===== src/rtl/rost_pkg.sv =====
package rost_pkg;

   localparam int ENTRIES     = 16;
   localparam int SECTOR_BITS = 16;
   localparam int COUNT_BITS  = 8;

   localparam int IDX_BITS = (ENTRIES > 1) ? $clog2(ENTRIES) : 1;

   localparam int MODE_BITS       = 2;
   localparam int REQ_SECTOR_BITS = 16;
   localparam int SLOT_BITS       = 4;
   localparam int OPEN_COUNT_BITS = 8;
   localparam int STATUS_BITS     = 2;

   localparam logic [MODE_BITS-1:0] MODE_OPEN  = 2'd0;
   localparam logic [MODE_BITS-1:0] MODE_CLOSE = 2'd1;
   localparam logic [MODE_BITS-1:0] MODE_QUERY = 2'd2;

   localparam logic [STATUS_BITS-1:0] STATUS_OK       = 2'd0;
   localparam logic [STATUS_BITS-1:0] STATUS_FULL     = 2'd1;
   localparam logic [STATUS_BITS-1:0] STATUS_UNKNOWN  = 2'd2;
   localparam logic [STATUS_BITS-1:0] STATUS_OVERFLOW = 2'd3;

   localparam logic [COUNT_BITS-1:0] COUNT_MAX = '1;
   localparam logic [IDX_BITS-1:0]   IDX_LAST  = IDX_BITS'(ENTRIES - 1);

   typedef struct packed {
      logic [SECTOR_BITS-1:0] sector;
      logic [COUNT_BITS-1:0]  count;
   } entry_type;

   localparam int ENTRY_BITS = $bits(entry_type);

endpackage


===== src/rtl/rost_ram.sv =====
module rost_ram #(
   parameter int WIDTH     = 24,
   parameter int DEPTH     = 16,
   parameter int ADDR_BITS = (DEPTH > 1) ? $clog2(DEPTH) : 1
) (
   input  logic                 clock,
   input  logic                 wr_en,
   input  logic [ADDR_BITS-1:0] wr_addr,
   input  logic [WIDTH-1:0]     wr_data,
   input  logic [ADDR_BITS-1:0] rd_addr,
   output logic [WIDTH-1:0]     rd_data
);

   logic [WIDTH-1:0] mem [DEPTH];
   logic [WIDTH-1:0] rd_data_ff;

   always_ff @(posedge clock) begin
      if (wr_en) begin
         mem[wr_addr] <= wr_data;
      end
      rd_data_ff <= mem[rd_addr];
   end

   assign rd_data = rd_data_ff;

endmodule


===== src/rtl/refcounted_open_sector_table.sv =====
// Reference-counted table of open sectors. Each request transfer names a sector and a mode
// (open, close, query) and produces exactly one response transfer carrying the slot handle,
// the open count after the request, whether the sector is now absent, and a status code.
// Requests are handled one at a time: after the request transfer the sector/count RAM is
// read one slot a cycle for all ENTRIES slots, then a settling state lets the registered
// read data be compared and an update state writes the table and the response; the update
// waits while an earlier response is still stalled, and the next request is taken only
// after it. The single RAM read port is why the slots are read in turn. The response
// sits in an output register, so the next request may be taken while a response is still
// stalled; valid bits are cleared by reset, the RAM needs no clearing pass.
module refcounted_open_sector_table (
   input  logic                                 clock,
   input  logic                                 reset,
   input  logic                                 req_valid,
   output logic                                 req_stall,
   input  logic [rost_pkg::MODE_BITS-1:0]       req_mode,
   input  logic [rost_pkg::REQ_SECTOR_BITS-1:0] req_sector,
   output logic                                 rsp_valid,
   input  logic                                 rsp_stall,
   output logic [rost_pkg::SLOT_BITS-1:0]       rsp_slot,
   output logic [rost_pkg::OPEN_COUNT_BITS-1:0] rsp_open_count,
   output logic                                 rsp_removable,
   output logic [rost_pkg::STATUS_BITS-1:0]     rsp_status
);

   typedef enum logic [3:0] {
      ST_IDLE   = 4'b0001,
      ST_SCAN   = 4'b0010,
      ST_SETTLE = 4'b0100,
      ST_UPDATE = 4'b1000
   } state_type;

   state_type state_ff, state_in;

   logic [rost_pkg::ENTRIES-1:0]     valid_ff, valid_in;
   logic [rost_pkg::IDX_BITS-1:0]    idx_ff, idx_in;
   logic                             rd_pend_ff, rd_pend_in;
   logic [rost_pkg::IDX_BITS-1:0]    rd_idx_ff;
   logic [rost_pkg::MODE_BITS-1:0]   mode_ff;
   logic [rost_pkg::SECTOR_BITS-1:0] key_ff;
   logic                             found_ff, found_in;
   logic [rost_pkg::IDX_BITS-1:0]    hit_idx_ff, hit_idx_in;
   logic [rost_pkg::COUNT_BITS-1:0]  hit_count_ff, hit_count_in;
   logic                             free_ff, free_in;
   logic [rost_pkg::IDX_BITS-1:0]    free_idx_ff, free_idx_in;
   logic                             rsp_valid_ff, rsp_valid_in;

   logic [rost_pkg::SLOT_BITS-1:0]       rsp_slot_ff;
   logic [rost_pkg::OPEN_COUNT_BITS-1:0] rsp_open_count_ff;
   logic                                 rsp_removable_ff;
   logic [rost_pkg::STATUS_BITS-1:0]     rsp_status_ff;

   rost_pkg::entry_type rd_entry, wr_entry;
   logic [rost_pkg::ENTRY_BITS-1:0] rd_data;
   logic                            req_take;
   logic                            rd_hit, rd_free;
   logic                            update_go;
   logic                            wr_en, set_valid, clr_valid;
   logic [rost_pkg::IDX_BITS-1:0]   upd_idx;
   logic [rost_pkg::COUNT_BITS-1:0] count_step;
   logic [rost_pkg::IDX_BITS-1:0]   res_idx;
   logic [rost_pkg::COUNT_BITS-1:0] res_count;
   logic                            res_removable;
   logic [rost_pkg::STATUS_BITS-1:0] res_status;

   rost_ram #(
      .WIDTH (rost_pkg::ENTRY_BITS),
      .DEPTH (rost_pkg::ENTRIES)
   ) u_entry_ram (
      .clock   (clock),
      .wr_en   (wr_en && update_go),
      .wr_addr (upd_idx),
      .wr_data (wr_entry),
      .rd_addr (idx_ff),
      .rd_data (rd_data)
   );

   assign rd_entry  = rost_pkg::entry_type'(rd_data);
   assign req_stall = (state_ff != ST_IDLE);
   assign req_take  = req_valid && !req_stall;
   assign update_go = (state_ff == ST_UPDATE) && (!rsp_valid_ff || !rsp_stall);

   // one compare per cycle on the registered read
   assign rd_hit  = rd_pend_ff && valid_ff[rd_idx_ff] && (rd_entry.sector == key_ff);
   assign rd_free = rd_pend_ff && !valid_ff[rd_idx_ff];

   // shared count adder, increments for open and decrements for close
   assign count_step = hit_count_ff +
                       ((mode_ff == rost_pkg::MODE_CLOSE) ? rost_pkg::COUNT_MAX
                                                          : rost_pkg::COUNT_BITS'(1));

   always_comb begin
      state_in     = state_ff;
      idx_in       = idx_ff;
      rd_pend_in   = (state_ff == ST_SCAN);
      found_in     = found_ff;
      hit_idx_in   = hit_idx_ff;
      hit_count_in = hit_count_ff;
      free_in      = free_ff;
      free_idx_in  = free_idx_ff;
      case (state_ff)
         ST_IDLE: begin
            if (req_take) begin
               state_in = ST_SCAN;
               idx_in   = '0;
               found_in = 1'b0;
               free_in  = 1'b0;
            end
         end
         ST_SCAN: begin
            if (idx_ff == rost_pkg::IDX_LAST) begin
               state_in = ST_SETTLE;
            end else begin
               idx_in = idx_ff + rost_pkg::IDX_BITS'(1);
            end
         end
         ST_SETTLE: begin
            state_in = ST_UPDATE;
         end
         ST_UPDATE: begin
            if (update_go) begin
               state_in = ST_IDLE;
            end
         end
         default: begin
            state_in = ST_IDLE;
         end
      endcase
      if (rd_hit && !found_ff) begin
         found_in     = 1'b1;
         hit_idx_in   = rd_idx_ff;
         hit_count_in = rd_entry.count;
      end
      if (rd_free && !free_ff) begin
         free_in     = 1'b1;
         free_idx_in = rd_idx_ff;
      end
   end

   always_comb begin
      wr_en           = 1'b0;
      set_valid       = 1'b0;
      clr_valid       = 1'b0;
      upd_idx         = hit_idx_ff;
      wr_entry.sector = key_ff;
      wr_entry.count  = count_step;
      res_idx         = '0;
      res_count       = '0;
      res_removable   = 1'b1;
      res_status      = rost_pkg::STATUS_OK;
      case (mode_ff)
         rost_pkg::MODE_OPEN: begin
            if (found_ff) begin
               res_idx       = hit_idx_ff;
               res_removable = 1'b0;
               if (hit_count_ff == rost_pkg::COUNT_MAX) begin
                  res_count  = rost_pkg::COUNT_MAX;
                  res_status = rost_pkg::STATUS_OVERFLOW;
               end else begin
                  wr_en     = 1'b1;
                  res_count = count_step;
               end
            end else if (free_ff) begin
               wr_en          = 1'b1;
               set_valid      = 1'b1;
               upd_idx        = free_idx_ff;
               wr_entry.count = rost_pkg::COUNT_BITS'(1);
               res_idx        = free_idx_ff;
               res_count      = rost_pkg::COUNT_BITS'(1);
               res_removable  = 1'b0;
            end else begin
               res_status = rost_pkg::STATUS_FULL;
            end
         end
         rost_pkg::MODE_CLOSE: begin
            if (!found_ff) begin
               res_status = rost_pkg::STATUS_UNKNOWN;
            end else if (hit_count_ff > rost_pkg::COUNT_BITS'(1)) begin
               wr_en         = 1'b1;
               res_idx       = hit_idx_ff;
               res_count     = count_step;
               res_removable = 1'b0;
            end else begin
               clr_valid = 1'b1;
               res_idx   = hit_idx_ff;
            end
         end
         default: begin
            if (found_ff) begin
               res_idx       = hit_idx_ff;
               res_count     = hit_count_ff;
               res_removable = 1'b0;
            end
         end
      endcase
   end

   always_comb begin
      valid_in = valid_ff;
      if (update_go && set_valid) begin
         valid_in[upd_idx] = 1'b1;
      end
      if (update_go && clr_valid) begin
         valid_in[upd_idx] = 1'b0;
      end
   end

   assign rsp_valid_in = update_go || (rsp_valid_ff && rsp_stall);

   always_ff @(posedge clock) begin
      if (reset) begin
         state_ff     <= ST_IDLE;
         valid_ff     <= '0;
         rd_pend_ff   <= 1'b0;
         found_ff     <= 1'b0;
         free_ff      <= 1'b0;
         rsp_valid_ff <= 1'b0;
      end else begin
         state_ff     <= state_in;
         valid_ff     <= valid_in;
         rd_pend_ff   <= rd_pend_in;
         found_ff     <= found_in;
         free_ff      <= free_in;
         rsp_valid_ff <= rsp_valid_in;
      end
   end

   always_ff @(posedge clock) begin
      idx_ff       <= idx_in;
      rd_idx_ff    <= idx_ff;
      hit_idx_ff   <= hit_idx_in;
      hit_count_ff <= hit_count_in;
      free_idx_ff  <= free_idx_in;
      if (req_take) begin
         mode_ff <= req_mode;
         key_ff  <= rost_pkg::SECTOR_BITS'(req_sector);
      end
      if (update_go) begin
         rsp_slot_ff       <= rost_pkg::SLOT_BITS'(res_idx);
         rsp_open_count_ff <= rost_pkg::OPEN_COUNT_BITS'(res_count);
         rsp_removable_ff  <= res_removable;
         rsp_status_ff     <= res_status;
      end
   end

   assign rsp_valid      = rsp_valid_ff;
   assign rsp_slot       = rsp_slot_ff;
   assign rsp_open_count = rsp_open_count_ff;
   assign rsp_removable  = rsp_removable_ff;
   assign rsp_status     = rsp_status_ff;

   a_hit_is_valid: assert property (@(posedge clock) disable iff (reset)
      (state_ff == ST_UPDATE) && found_ff |-> valid_ff[hit_idx_ff])
      else $error("matched slot is not valid at update");

   a_take_starts_scan: assert property (@(posedge clock) disable iff (reset)
      req_take |=> (state_ff == ST_SCAN) && (idx_ff == '0))
      else $error("request transfer did not start the scan");

   a_absent_has_no_count: assert property (@(posedge clock) disable iff (reset)
      rsp_valid && rsp_removable |-> (rsp_open_count == '0))
      else $error("absent sector reported with a non-zero count");

   a_overflow_saturated: assert property (@(posedge clock) disable iff (reset)
      rsp_valid && (rsp_status == rost_pkg::STATUS_OVERFLOW) |->
         (rsp_open_count == rost_pkg::OPEN_COUNT_BITS'(rost_pkg::COUNT_MAX)) && !rsp_removable)
      else $error("overflow response without a saturated count");

endmodule


===== config.mk =====
export PLATFORM = sky130hd
export DESIGN_NAME = refcounted_open_sector_table
export DESIGN_NICKNAME = d
export VERILOG_FILES = /design/src/rtl/rost_pkg.sv /design/src/rtl/rost_ram.sv /design/src/rtl/refcounted_open_sector_table.sv
export SDC_FILE = /design/constraint.sdc
export NUM_CORES = 1
export LEC_CHECK = 0
export BUFFER_PORTS_ARGS = -buffer_cell sky130_fd_sc_hd__buf_2
export CORE_MARGIN = 1.5
export CORE_UTILIZATION = 50
export DETAILED_ROUTE_END_ITERATION = 8
export GPL_TIMING_DRIVEN = 0
export PLACE_DENSITY = 0.75
export SLEW_MARGIN = 20
export SYNTH_ARGS = -nofsm -noshare
export SYNTH_HDL_FRONTEND = slang
export SYNTH_SLANG_ARGS = --single-unit
export TNS_END_PERCENT = 50

===== constraint.sdc =====
create_clock -name clock -period 4.9 [get_ports clock]
set_clock_uncertainty 0.1 [all_clocks]
set_input_delay 0 -clock clock [delete_from_list [all_inputs] [get_ports clock]]
set_output_delay 0 -clock clock [all_outputs]
set_load 0.005 [all_outputs]

; After elaboration in Yosys (flattened, before gate mapping)
; Memory sizes are Yosys's and may differ from the RTL's. A register that Yosys moved wholly into a read port is not among the register bits.
; Cells that the tools add are included.
[word_totals]
out_inout_bits = 17
elab_cells = 128
ramBits = 384
in_bits = 22
regBits = 81
mem_count = 1
[classes]
add_sub_neg = 2
mux = 58
magnitude_cmp = 4
eq_ne = 13
reduce_logical = 30
bitwise = 3
[memory_table]
columns = name, depth, word_bits, read_ports, rd_ports_with_merged_regs, wr, line_no
row1 = u_entry_ram.mem, 16, 24, 1, 1, 1, rost_ram.sv:14  ; logic [WIDTH-1:0] mem [DEPTH];
[ops]
columns = op, n
row1 = two-way mux 8 bit, 9
row2 = two-way mux 4 bit, 12
row3 = two-way mux 16 bit, 2
row4 = two-way mux 1 bit, 24
row5 = AND 16 bit, 1
row6 = == test 16 bit, 1
row7 = NOT 16 bit, 1
row8 = OR 16 bit, 1
row9 = case mux 4 bit (4 select lines), 1
row10 = case mux 8 bit (2 select lines), 1
row11 = logical AND 1 bit, 12
row12 = < comparator 4 x 5 -> 1 bit (second input constant), 2
row13 = nonzero test 2 bit, 5
row14 = adder 8 bit, 1
row15 = == test 4 bit (second input constant), 2
row16 = == test 8 bit (second input constant), 1
row17 = > comparator 8 x 1 -> 1 bit (second input constant), 1
row18 = case mux 4 bit (2 select lines), 1
row19 = logical NOT 1 bit, 6
row20 = two-way mux 2 bit, 3
row21 = != test 2 bit (second input constant), 3
row22 = AND reduction 3 bit, 2
row23 = adder 4 x 1 -> 4 bit (second input constant), 1
row24 = binary-select mux 1 bit (select 4 bit), 1
row25 = other kinds (13), 16

; Longest topological paths before layout
; Gate-level depths: netlist of the first run.
[logic_depth]
word_depth = 11
mapped_depth = 9
mapped_depth_nobuf = 8

; Cells and area by module
; From an unflattened synthesis of the first run, not the netlist that was laid out.
[hier_totals]
cells_unflattened = 992
area_unflattened_um2 = 18944.4
[modules_own_cells]
columns = module, cells_per_inst, n_inst, area_each_um2, seq_area_each_um2
row1 = rost_ram, 636, 1, 14930.6, 12011.5
row2 = refcounted_open_sector_table, 356, 1, 4013.8, 2152.1

; Worst setup path after synthesis of the first run
; Ideal clock, no wire load.
[synth_timing]
path_type = register to register
startpoint = register found_ff
endpoint = memory u_entry_ram.mem[11][0], enable pin
path_buffers = 2
path_slack_ps = 1633
stages_incl_launch_ff = 8
synth_period_minus_slack_ps = 3267
required_time_ps = 4393
arrival_ps = 2759
setup_time_ps = 407
cell_sequence = dfxtp_1 > nand2b_1 > nor3_1 > clkbuf_1 > clkbuf_1 > nand3_1 > o31ai_1 > nor2b_1
[synth_between]
elab_chain_len = 5
elab_cells_between_ends = 8
classes_between = 7 x mux / 1 x reduce/logical
[synth_lines]
columns = element, line_no
row1 = start: declaration, refcounted_open_sector_table.sv:41  ; logic found_ff, found_in;
row2 = start signal: assignment, refcounted_open_sector_table.sv:222  ; found_ff <= found_in;
row3 = two-way mux 1 bit (on tied branches), "refcounted_open_sector_table.sv:176, refcounted_open_sector_table.sv:153"
row4 = case mux 1 bit (2 select lines), refcounted_open_sector_table.sv:151  ; case (mode_ff)
row5 = logical AND 1 bit, refcounted_open_sector_table.sv:71  ; .wr_en (wr_en && update_go),
row6 = two-way mux 1 bit, rost_ram.sv:18  ; if (wr_en) begin
row7 = two-way mux 1 bit (not written as such), rost_ram.sv:19  ; mem[wr_addr] <= wr_data;
row8 = end: declaration, rost_ram.sv:14
; Several ways; a longest one is shown, not always the timed one.

; Worst setup path after layout of the first run
[layout_timing]
startpoint = register mode_ff[0] (netlist bit)
endpoint = memory u_entry_ram.mem[1][6], data pin
[layout_between]
elab_chain_len = 6
elab_cells_between_ends = 7
classes_between = 1 x add/sub / 1 x eq/ne / 4 x mux / 1 x reduce/logical
[layout_lines]
columns = element, line_no
row1 = start: declaration, refcounted_open_sector_table.sv:39  ; logic [rost_pkg::MODE_BITS-1:0] mode_ff;
row2 = start signal: assignment, refcounted_open_sector_table.sv:235  ; mode_ff <= req_mode;
row3 = == test 2 x 1 -> 1 bit, refcounted_open_sector_table.sv:89  ; ((mode_ff == rost_pkg::MODE_CLOSE) ? rost_pkg::COUNT_MAX
row4 = two-way mux 8 bit, refcounted_open_sector_table.sv:89
row5 = adder 8 bit, refcounted_open_sector_table.sv:88  ; assign count_step = hit_count_ff +
row6 = two-way mux 8 bit, refcounted_open_sector_table.sv:163  ; end else if (free_ff) begin
row7 = two-way mux 8 bit, refcounted_open_sector_table.sv:153  ; if (found_ff) begin
row8 = two-way mux 8 bit (*), refcounted_open_sector_table.sv:151
row9 = named net u_entry_ram.wr_data[6], rost_ram.sv:9  ; input logic [WIDTH-1:0] wr_data,
; Mark *: on every way through the listed nets, which the timed path passes. The rest lies on a longest branch.

==> results of run 1 <==
## sequential cells by signal, summed over array words and instances (netlist names), 8 cells and up
signal / count
hit_count_ff: 8
key_ff: 16
u_entry_ram.mem: 384
rsp_open_count: 8
u_entry_ram.rd_data: 24
valid_ff: 16
## worst min path at each step
stage | startpoint | end | slack, ns
finish | req_sector[0] | key_ff[0] | 0.03
global route | req_sector[8] | key_ff[8] | 0.02
CTS | req_sector[5] | key_ff[5] | 0.009
detailed placement | req_sector[11] | key_ff[11] | 0.08
global placement | req_sector[11] | key_ff[11] | 0.08
floorplan | reset | state_ff[3] | -0.02
## metal layers
metal	share of wire	up-vias	global-route usage
met2	0.50	414	0.3710
met3	0.060	96	0.03492
met5	0	-	0
met1	0.40	5097	0.2918
li1	-	4175	-
met4	0.040	0	0.09019
## Yosys cell counts, types with 10 or more instances
master / number
nor2b_1: 14
clkbuf_1: 30
o21ai_0: 12
xnor2_1: 10
edfxtp_1: 437
o31ai_1: 10
mux4_2: 124
xor2_1: 15
nand3_1: 15
nand2b_1: 10
buf_1: 12
nand2_1: 22
nor2_1: 33
dfxtp_1: 52
nor4_1: 14
## layout by cell type (no fill, tap or decap), types with 7 or more instances in the layout
cell,count
a211oi_1,9
a21oi_1,9
a31oi_1,8
a41o_1,7
a41oi_1,9
and2_1,7
buf_1,7
buf_16,14
buf_2,43
clkbuf_1,48
clkbuf_16,50
clkbuf_2,12
clkinv_2,13
dfxtp_1,52
dlygate4sd3_1,23
edfxtp_1,437
mux4_2,124
nand2_1,22
nand2b_1,10
nand3_1,15
nor2_1,26
nor2_4,7
nor2b_4,9
nor3_1,8
nor4_1,13
o21ai_0,12
o31ai_1,10
xnor2_1,10
xor2_1,15
## report_power, final
part / switching, mW / internal [mW] / total [mW] / leakage, nW
combinational: 0.258 / 0.243 / 0.500 / 1.92
sequential: 0.0729 / 4.61 / 4.68 / 4.39
clock: 1.53 / 2.00 / 3.53 / 0.747
total: 1.86 / 6.85 / 8.72 / 7.05
## through the flow
| stage | setup WS, ns | TNS, ns |
|---|---|---|
| floorplan | 1.633 | 0 |
| global placement | -0.2982 | -43.14 |
| detailed placement | 1.440 | 0 |
| CTS | 1.420 | 0 |
| global route | 0.9909 | 0 |
| finish | 1.381 | 0 |
## worst reg2reg max path: cells and delay by family (launching register included)
kind | cells | cell delay (ns)
flip-flops | 1 | 0.38
buffers and inverters | 1 | 0.37
XOR/XNOR | 2 | 0.29
AND/OR/NAND/NOR | 4 | 1.61
adder cells (fa/ha/maj) | 1 | 0.22
AO/OA/AOI/OAI | 1 | 0.18
## kinds of logic after synthesis
logic type | Yosys count | share of synthesized area
flip-flops | 489 | 0.7460
AND/OR/NAND/NOR | 148 | 0.04237
multiplexers | 129 | 0.1499
AO/OA/AOI/OAI | 87 | 0.03486
buffers and inverters | 62 | 0.01410
XOR/XNOR | 25 | 0.01153
adder cells (fa/ha/maj) | 2 | 0.001318
## layout make-up
type	instances	area, µm²
tap	511	639.4
fill	2697	15340
timing repair buffer	80	863.3
clock buffer	72	1364
buffer	55	249.0
multi-input combinational	391	4679
inverter	7	26.28
sequential	489	14160
clock inverter	20	162.7
==> results.yml, run 1 <==
yosys:
  synth_ff_type: "edfxtp_1"
  synthArstFlopShare: 0
  syn_area_mm2: 0.01899
  yosysWarnings: 0
  ys_top_cells_by_area: "edfxtp_1 (69%), mux4_2 (15%), dfxtp_1 (5.5%)"
  synth.distinct_cells: 54
  synth.net_count: 966
  synth_edf_count: 437
  ys_seq_area_frac: 0.7460
  avgSynthCellArea_um2: 20.16
  ys_seq_elements: 489
  syn_inst: 942
  yosysTopAreaCell: "edfxtp_1"
  synth_top_area_frac: 0.6911
final_layout:
  drive_gt1_frac: 0.2720
  nets: 1097
  layout.core_utilization: 0.5908
  syn2layout_area_growth_pct: 16.65
  diodes: 0
  final_cell_area_mm2: 0.02215
  finalNonFillerCells: 1625
critical_path:
  endpoint: "u_entry_ram.mem[1][6]"
  r2r_slack_ns: 1.38
  cpPeakStageDelay_ns: 0.76
  rr_startpoint: "mode_ff[0]"
  cp_max_fo: 16
  critical_path.top_delay_family: "simple AND/OR/NAND/NOR gates"
  cpMostUsedCell: "xnor2_1"
  rr_worst_depth: 9
  cp_num_buf_inv: 1
  cp-end-kind: "register"
  crit_slowest_cell: "nor2_1"
  crit_type: "register to register"
  worst_ep_arrival_time_ns: 3.65
  cp.depth: 9
  path_cells: "clkbuf_1 > nand2b_1 > xnor2_1 > ha_1 > nor4b_1 > nand3_1 > o21ai_0 > xnor2_1 > nor2_1"
  cp-startpoint: "mode_ff[0]"
  required_ns: 5.03
  worstReg2RegEnd: "u_entry_ram.mem[1][6]"
  startpoint_type: "register"
grt:
  grt_util_all_layers: 0.2214
  grt.overflow.total: 0
  grt_pass1_vias: 9955
  grt_max_degree: 25
  grt_pass1_wl_um: 62590
  antenna_found_initial: 0
timing:
  rsz0062_at_grt: "false"
  post-route-min-period_ns: 3.519
  hold_viol: 0
  maxSlewViolCount: 0
  holdWs_ns: 0.02517
  setup_viol: 0
  tightest_slew_ns: 1.076
  slew-limit-headroom: 0.2830
  fmax_mhz: 284.2
  fin_crit_sh: 0.7181
flow_run:
  maxCapViolCount: 0
floorplanning:
  die_area_mm2: 0.03915
  initial_core_util: 0.5065
  coreArea_mm2: 0.03749
  rows: 71
  die_y_um: 197.9
  io_pins: 39
  die_w_um: 197.9
hold_path:
  hold_path_class: "primary input to register"
  hold_depth: 2
cts:
  cts_tree: "done"
  numClockSinks: 489
  cts_hold_repair.buffers: 23
  cts_setup_buffers: 0
  path_clk_slew_ns: 0.06
  numCtsBuffers: 49
  cts-root-buf: "clkbuf_16"
  cts_max_level: 2
  clk_path_buf_depth: 3
  cts_resized: 0
  clock_latency_ns: 0.58
placed_design:
  dp_cells: 1510
  port_buffers: 38
  routabilityCongestion: 0.8642
  dpl_cell_area_mm2: 0.02038
  hpwlAfterDp_um: 26600
route:
  wl_per_cell_um: 25.64
  first_iter_violations: 940
  vias: 9782
  vias_per_cell: 6.020
  totalWireLength_um: 41670
  first_pass_iters: 5
  drtAntennaViolNets: 0
  route.detailed.drc: 0
status:
  status: "finished clean"
pwr:
  power.total_mw: 8.717
  power-per-cell-area_mw_per_mm2: 393.6
  peakVddDrop_v: 0.0002243
  leakagePower_nw: 7.047
(Power assumes the default switching activity.)
==> run 2: changes to the inputs <==
--- a/config.mk
+++ b/config.mk
@@ -5,12 +5,13 @@
 export SDC_FILE = /design/constraint.sdc
 export NUM_CORES = 1
 export LEC_CHECK = 0
+export ABC_AREA = 1
 export BUFFER_PORTS_ARGS = -buffer_cell sky130_fd_sc_hd__buf_2
 export CORE_MARGIN = 1.5
 export CORE_UTILIZATION = 50
 export DETAILED_ROUTE_END_ITERATION = 8
 export GPL_TIMING_DRIVEN = 0
-export PLACE_DENSITY = 0.75
+export PLACE_DENSITY = 0.77
 export SLEW_MARGIN = 20
 export SYNTH_ARGS = -nofsm -noshare
 export SYNTH_HDL_FRONTEND = slang
==> constraint.sdc (replaced) <==
create_clock -name clock -period 3.12 [get_ports clock]
set_clock_uncertainty 0.1 [all_clocks]
set_input_delay 0 -clock clock [delete_from_list [all_inputs] [get_ports clock]]
set_output_delay 0 -clock clock [all_outputs]
set_load 0.005 [all_outputs]
==> run 2 against run 1 <==
- total power is 64% higher
- worst setup slack got worse by 1.3 ns
- register-to-register slack got worse by 1.3 ns
- via count up 38%
- cell count grew 39%
- global-route usage is 3.7 points higher
- synthesized area is 3.1% higher
- count of clock-buffer cells in the layout stayed put
- core utilization down 0.20 points
- flip-flop and latch count stayed put
- highest routed layer is now met5
==> results.yml, run 2 <==
hold_path:
  hold_path.startpoint: "req_sector[15]"
  hold_depth: 2
  hold_path_class: "primary input to register"
  holdPathEnd: "key_ff[15]"
final_layout:
  nets: 1723
  finalNonFillerCells: 2255
  final_cell_mix: "edfxtp_1 (437), nor2_1 (236), nand2_1 (174)"
  final_cell_area_mm2: 0.02275
  regMostFlops: "u_entry_ram.mem"
  syn2layout_area_growth_pct: 16.27
  drive_gt1_frac: 0.1267
  final_common_cell: "edfxtp_1"
  diodes: 0
  layout.core_utilization: 0.5888
  fill_cells: 2910
  largest_register_ffs: 384
critical_path:
  crit_type: "register to register"
  r2r_slack_ns: 0.09
  cp_max_fo: 10
  rr_startpoint: "mode_ff[0]"
  rr_worst_depth: 11
  cpPeakStageDelay_ns: 0.45
  cp_num_buf_inv: 5
  worstReg2RegEnd: "u_entry_ram.mem[10][18]"
  startpoint_type: "register"
  required_ns: 3.27
  crit_slowest_cell: "nor3_4"
  critical_path.top_delay_family: "buffers and inverters"
  path_cells: "buf_6 > nor2_4 > nand3_2 > inv_2 > nand2_2 > o21ai_2 > nand2_2 > nor3_4 > buf_6 > buf_4 > buf_4"
  cp-end-kind: "register"
  worst_ep_arrival_time_ns: 3.18
yosys:
  synth_compound_area_frac: 0.09571
  synthMuxAreaShare: 0.01995
  syn_inst: 1565
  synth_top_family_by_area: "simple AND/OR/NAND/NOR gates"
  yosys.area_share.simple: 0.1206
  synth_commonest_cells: "edfxtp_1 (437), nor2_1 (253), nand2_1 (175), o21ai_0 (125), inv_1 (85)"
  synthArstFlopShare: 0
  synth.distinct_cells: 40
  ys_seq_area_frac: 0.7237
  yosysTopAreaCell: "edfxtp_1"
  synthXorXnorAreaFrac: 0.002238
  synth_top_area_frac: 0.6705
  synthAdderAreaFrac: 0.001279
  syn_area_mm2: 0.01957
  avgSynthCellArea_um2: 12.50
  synth_edf_count: 437
  ys_seq_elements: 489
  synth_ff_type: "edfxtp_1"
  yosysWarnings: 0
  ys_top_cells_by_area: "edfxtp_1 (67%), dfxtp_1 (5.3%), nor2_1 (4.9%)"
  synth_most_common_cell: "edfxtp_1"
  synth.net_count: 1589
grt:
  antenna_found_initial: 1
  grt_pass1_wl_um: 78760
  grt.overflow.total: 0
  grt_util_all_layers: 0.2579
  grt_max_degree: 22
  grt_pass1_vias: 13370
cts:
  numCtsBuffers: 47
  clock_latency_ns: 0.55
  cts_max_level: 2
  path_clk_slew_ns: 0.06
  cts-root-buf: "clkbuf_16"
  clk_path_buf_depth: 3
  cts_tree: "done"
  numClockSinks: 489
timing:
  maxSlewViolCount: 0
  fin_crit_sh: 0.9726
  setup_viol: 0
  hold_viol: 0
  slew-limit-headroom: 0.2825
  fmax_mhz: 329.6
  holdWs_ns: 0.05648
  tightest_slew_ns: 1.072
  post-route-min-period_ns: 3.034
placed_design:
  port_buffers: 37
  routabilityCongestion: 0.9146
  dp_cells: 2145
  hpwlAfterDp_um: 34150
  dpl_cell_area_mm2: 0.02095
route:
  wl_per_cell_um: 23.27
  route.detailed.drc: 0
  vias_per_cell: 5.985
  drtAntennaViolNets: 0
  first_iter_violations: 1774
  first_pass_iters: 5
  vias: 13500
  totalWireLength_um: 52480
floorplanning:
  die_area_mm2: 0.04034
  die_w_um: 200.8
  coreArea_mm2: 0.03865
  rows: 72
  io_pins: 39
  initial_core_util: 0.5064
  die_y_um: 200.8
pwr:
  power-per-cell-area_mw_per_mm2: 626.6
  power.total_mw: 14.26
  leakagePower_nw: 7.828
  peakVddDrop_v: 0.0004567
flow_run:
  maxCapViolCount: 0
status:
  status: "finished clean"
[run 2: cell families (layout without fill, tap and decap cells)]
kind of cell             Yosys count  count (layout)
adder cells (fa/ha/maj)            2               2
buffers and inverters            176             348
AO/OA/AOI/OAI                    292             292
XOR/XNOR                           5               5
flip-flops                       489             489
AND/OR/NAND/NOR                  562             562
multiplexers                      39              39
[run 2: layer usage]
metal | routed length (µm) | up-vias | GRT usage | part of all wire
met1 | 19840 | 6532 | 0.3477 | 0.38
li1 | - | 5950 | - | -
met3 | 5812 | 144 | 0.04481 | 0.11
met5 | 9 | - | 0 | 0.00017
met2 | 24990 | 868 | 0.4208 | 0.48
met4 | 1826 | 2 | 0.09936 | 0.035
[run 2: worst max-delay path by stage]
stage                start                      end  cells past startpoint
3_3_place_gp   state_ff[1]  u_entry_ram.mem[14][23]                      7
2_1_floorplan  state_ff[1]    u_entry_ram.mem[6][0]                      7
4_1_cts         mode_ff[1]   u_entry_ram.mem[11][4]                     15
3_5_place_dp   state_ff[0]  u_entry_ram.mem[10][18]                     10
5_1_grt         mode_ff[0]  u_entry_ram.mem[10][18]                     11
6_report        mode_ff[0]  u_entry_ram.mem[10][18]                     11
[run 2: repair_timing]
action	CTS	global route
hold endpoints to repair	62	0
gates resized for setup	5	4
setup buffers	0	1
hold buffers	22	0
pin swaps	0	1
setup endpoints to repair	321	76
[run 2: layout make-up]
cell class,instances,area (µm²),area share
well taps,518,648.1,0.02848
flip-flops and latches,489,14160,0.6225
inverters,95,356.6,0.01567
repair buffers,85,842.1,0.03701
plain buffers,81,356.6,0.01567
clock inverters,15,131.4,0.005774
clock buffers,72,1394,0.06126
multi-input cells,900,4862,0.2137
[run 2: where the power goes]
group	internal (mW)	switching (mW)	total (mW)
Clock	3.25	2.37	5.62
Combinational	0.358	0.860	1.22
Sequential	7.29	0.138	7.42
Total	10.9	3.37	14.3
[run 2: metrics by stage]
step,setup slack (ns),TNS [ns]
global placement,-2.701,-636.61
finish,0.08558,0
detailed placement,-0.4115,-54.90
global route,-0.005103,-0.01117
CTS,0.06706,0
floorplan,-0.4816,-46.23
[run 2: worst reg2reg max path: stages (launching register included)]
cell	delay (ns)
edfxtp_1	0.38
buf_6	0.16
nor2_4	0.14
nand3_2	0.11
inv_2	0.26
nand2_2	0.09
o21ai_2	0.16
nand2_2	0.24
nor3_4	0.45
buf_6	0.22
buf_4	0.22
buf_4	0.21
==> run 3: changes to the inputs <==
--- a/config.mk
+++ b/config.mk
@@ -7,6 +7,7 @@
 export LEC_CHECK = 0
 export ABC_AREA = 1
 export BUFFER_PORTS_ARGS = -buffer_cell sky130_fd_sc_hd__buf_2
+export CORE_ASPECT_RATIO = 1.5
 export CORE_MARGIN = 1.5
 export CORE_UTILIZATION = 50
 export DETAILED_ROUTE_END_ITERATION = 8
==> run 3 against run 2 <==
- clock power shrank 4.8%
- die area barely moved
- wire length decreased by 4.5%
- fmax up 6.3%
- register-to-register slack better by 0.18 ns
- cell area decreased by 0.43%
- hold slack got worse by 0.019 ns
- combinational power hardly changed
- cell count down 1.2%
- first-iteration DRC count decreased by 5.3%
- via count fell by 1.7%
- critical path type unchanged
- critical endpoint is now u_entry_ram.mem[3][3]
- largest cell class unchanged
- highest routed layer is now met4
==> results.yml, run 3 (synthesized netlist as in run 2, its figures left out) <==
critical_path:
  required_ns: 3.27
  crit_type: "register to register"
  cp-end-kind: "register"
  worst_ep_arrival_time_ns: 3.01
  cp_max_fo: 18
  startpoint_type: "register"
cts:
  cts-root-buf: "clkbuf_16"
  clock_latency_ns: 0.57
  path_clk_slew_ns: 0.07
  clk_path_buf_depth: 3
  numCtsBuffers: 43
  numClockSinks: 489
  cts_tree: "done"
  cts_max_level: 2
timing:
  hold_viol: 0
  slew-limit-headroom: 0.4534
  rsz0062_at_grt: "false"
  holdWs_ns: 0.03797
  fin_crit_sh: 0.9151
  setup_viol: 0
  post-route-min-period_ns: 2.855
  fmax_mhz: 350.2
  maxSlewViolCount: 0
  tightest_slew_ns: 0.8200
final_layout:
  diodes: 0
  final_common_cell: "edfxtp_1"
  syn2layout_area_growth_pct: 15.77
  drive_gt1_frac: 0.1292
  final_cell_area_mm2: 0.02266
  layout.core_utilization: 0.5879
  largest_register_ffs: 384
  regMostFlops: "u_entry_ram.mem"
  nets: 1724
  final_cell_mix: "edfxtp_1 (437), nor2_1 (235), nand2_1 (174)"
route:
  route.detailed.drc: 0
  vias_per_cell: 5.952
  totalWireLength_um: 50120
  first_iter_violations: 1680
  drtAntennaViolNets: 0
  wl_per_cell_um: 22.49
  vias: 13270
  first_pass_iters: 6
floorplanning:
  rows: 88
  die_y_um: 245.3
  die_area_mm2: 0.04036
  coreArea_mm2: 0.03854
  die_w_um: 164.5
  initial_core_util: 0.5078
  io_pins: 39
grt:
  grt.overflow.total: 0
  antenna_found_initial: 0
  grt_pass1_wl_um: 75130
  grt_pass1_vias: 13310
  grt_util_all_layers: 0.2528
  grt_max_degree: 21
pwr:
  peakVddDrop_v: 0.0004784
  power-per-cell-area_mw_per_mm2: 616.7
  leakagePower_nw: 7.785
status:
  status: "finished clean"
placed_design:
  hpwlAfterDp_um: 34810
  port_buffers: 37
  dpl_cell_area_mm2: 0.02092
  routabilityCongestion: 0.8958
hold_path:
  hold_path_class: "primary input to register"
flow_run:
  maxCapViolCount: 0
## run 3: changes by cell type in the layout (fill, tap and decap cells not counted), moves of 2 or more
cell       change
inv_6          +3
buf_16         -3
clkinv_2       -3
clkbuf_16      -6
buf_12         +4
nor2_2         +2
clkinv_1       +3
clkbuf_1       -9
buf_4          +3
## run 3: cell type report
class | instances | area (µm²)
buffer | 81 | 356.6
sequential | 489 | 14160
clock inverter | 21 | 207.7
inverter | 95 | 356.6
fill | 2921 | 15880
tap | 495 | 619.3
multi-input combinational | 900 | 4855
timing repair buffer | 90 | 873.3
clock buffer | 58 | 1224
## run 3: path summary, 6_finish.rpt
kind | start | endpoint | slack (ns) | cells after the start
worst max-delay path | state_ff[0] | u_entry_ram.mem[3][3] | 0.26 | 9
worst min-delay path | req_sector[11] | key_ff[11] | 0.04 | 2
worst max register to register | state_ff[0] | u_entry_ram.mem[3][3] | 0.26 | 9
worst min register to register | u_entry_ram.rd_data[6] | hit_count_ff[6] | 0.31 | 0
## run 3: power by group
| part | leakage (nW) | switching (mW) | internal (mW) |
|---|---|---|---|
| Sequential | 4.38 | 0.141 | 7.28 |
| Combinational | 2.71 | 0.838 | 0.363 |
| Clock | 0.696 | 2.32 | 3.02 |
| Total | 7.78 | 3.30 | 10.7 |
## run 3: worst max-delay path, stage by stage, from the launching register on
cell and delay (ns):
dfxtp_1 0.32, inv_1 0.09, nand2_1 0.07, nor3_2 0.13, inv_1 0.10, nor2_4 0.41, nand2_2 0.30, buf_2 0.37
nor2_4 0.40, buf_16 0.22
## run 3: routing by layer
layer	share of wire	global-route usage	wire length [µm]	vias up
li1	-	-	-	5953
met1	0.35	0.2843	17350	6390
met2	0.51	0.4454	25660	755
met3	0.078	0.03559	3899	169
met4	0.064	0.1619	3213	0
met5	0	0	0	-
## run 3: metrics by stage
stage	instances	setup TNS (ns)	power, mW	setup WS, ns
2_1_floorplan	1565	-46.23	8.226	-0.4816
3_3_place_gp	2097	-617.27	8.669	-2.455
3_5_place_dp	2123	-36.17	8.716	-0.4348
4_1_cts	2224	0	13.98	0.003196
5_1_grt	2229	0	14.35	0.04437
6_report	2229	0	13.97	0.2649
## run 3: repair_timing
action                                  4_1_cts  5_1_grt
resized for setup                             3        3
pin swaps                                     0        1
hold endpoints to repair                     59        0
endpoints found under the setup margin      268      177
setup buffers                                 0        5
hold buffers                                 22        0
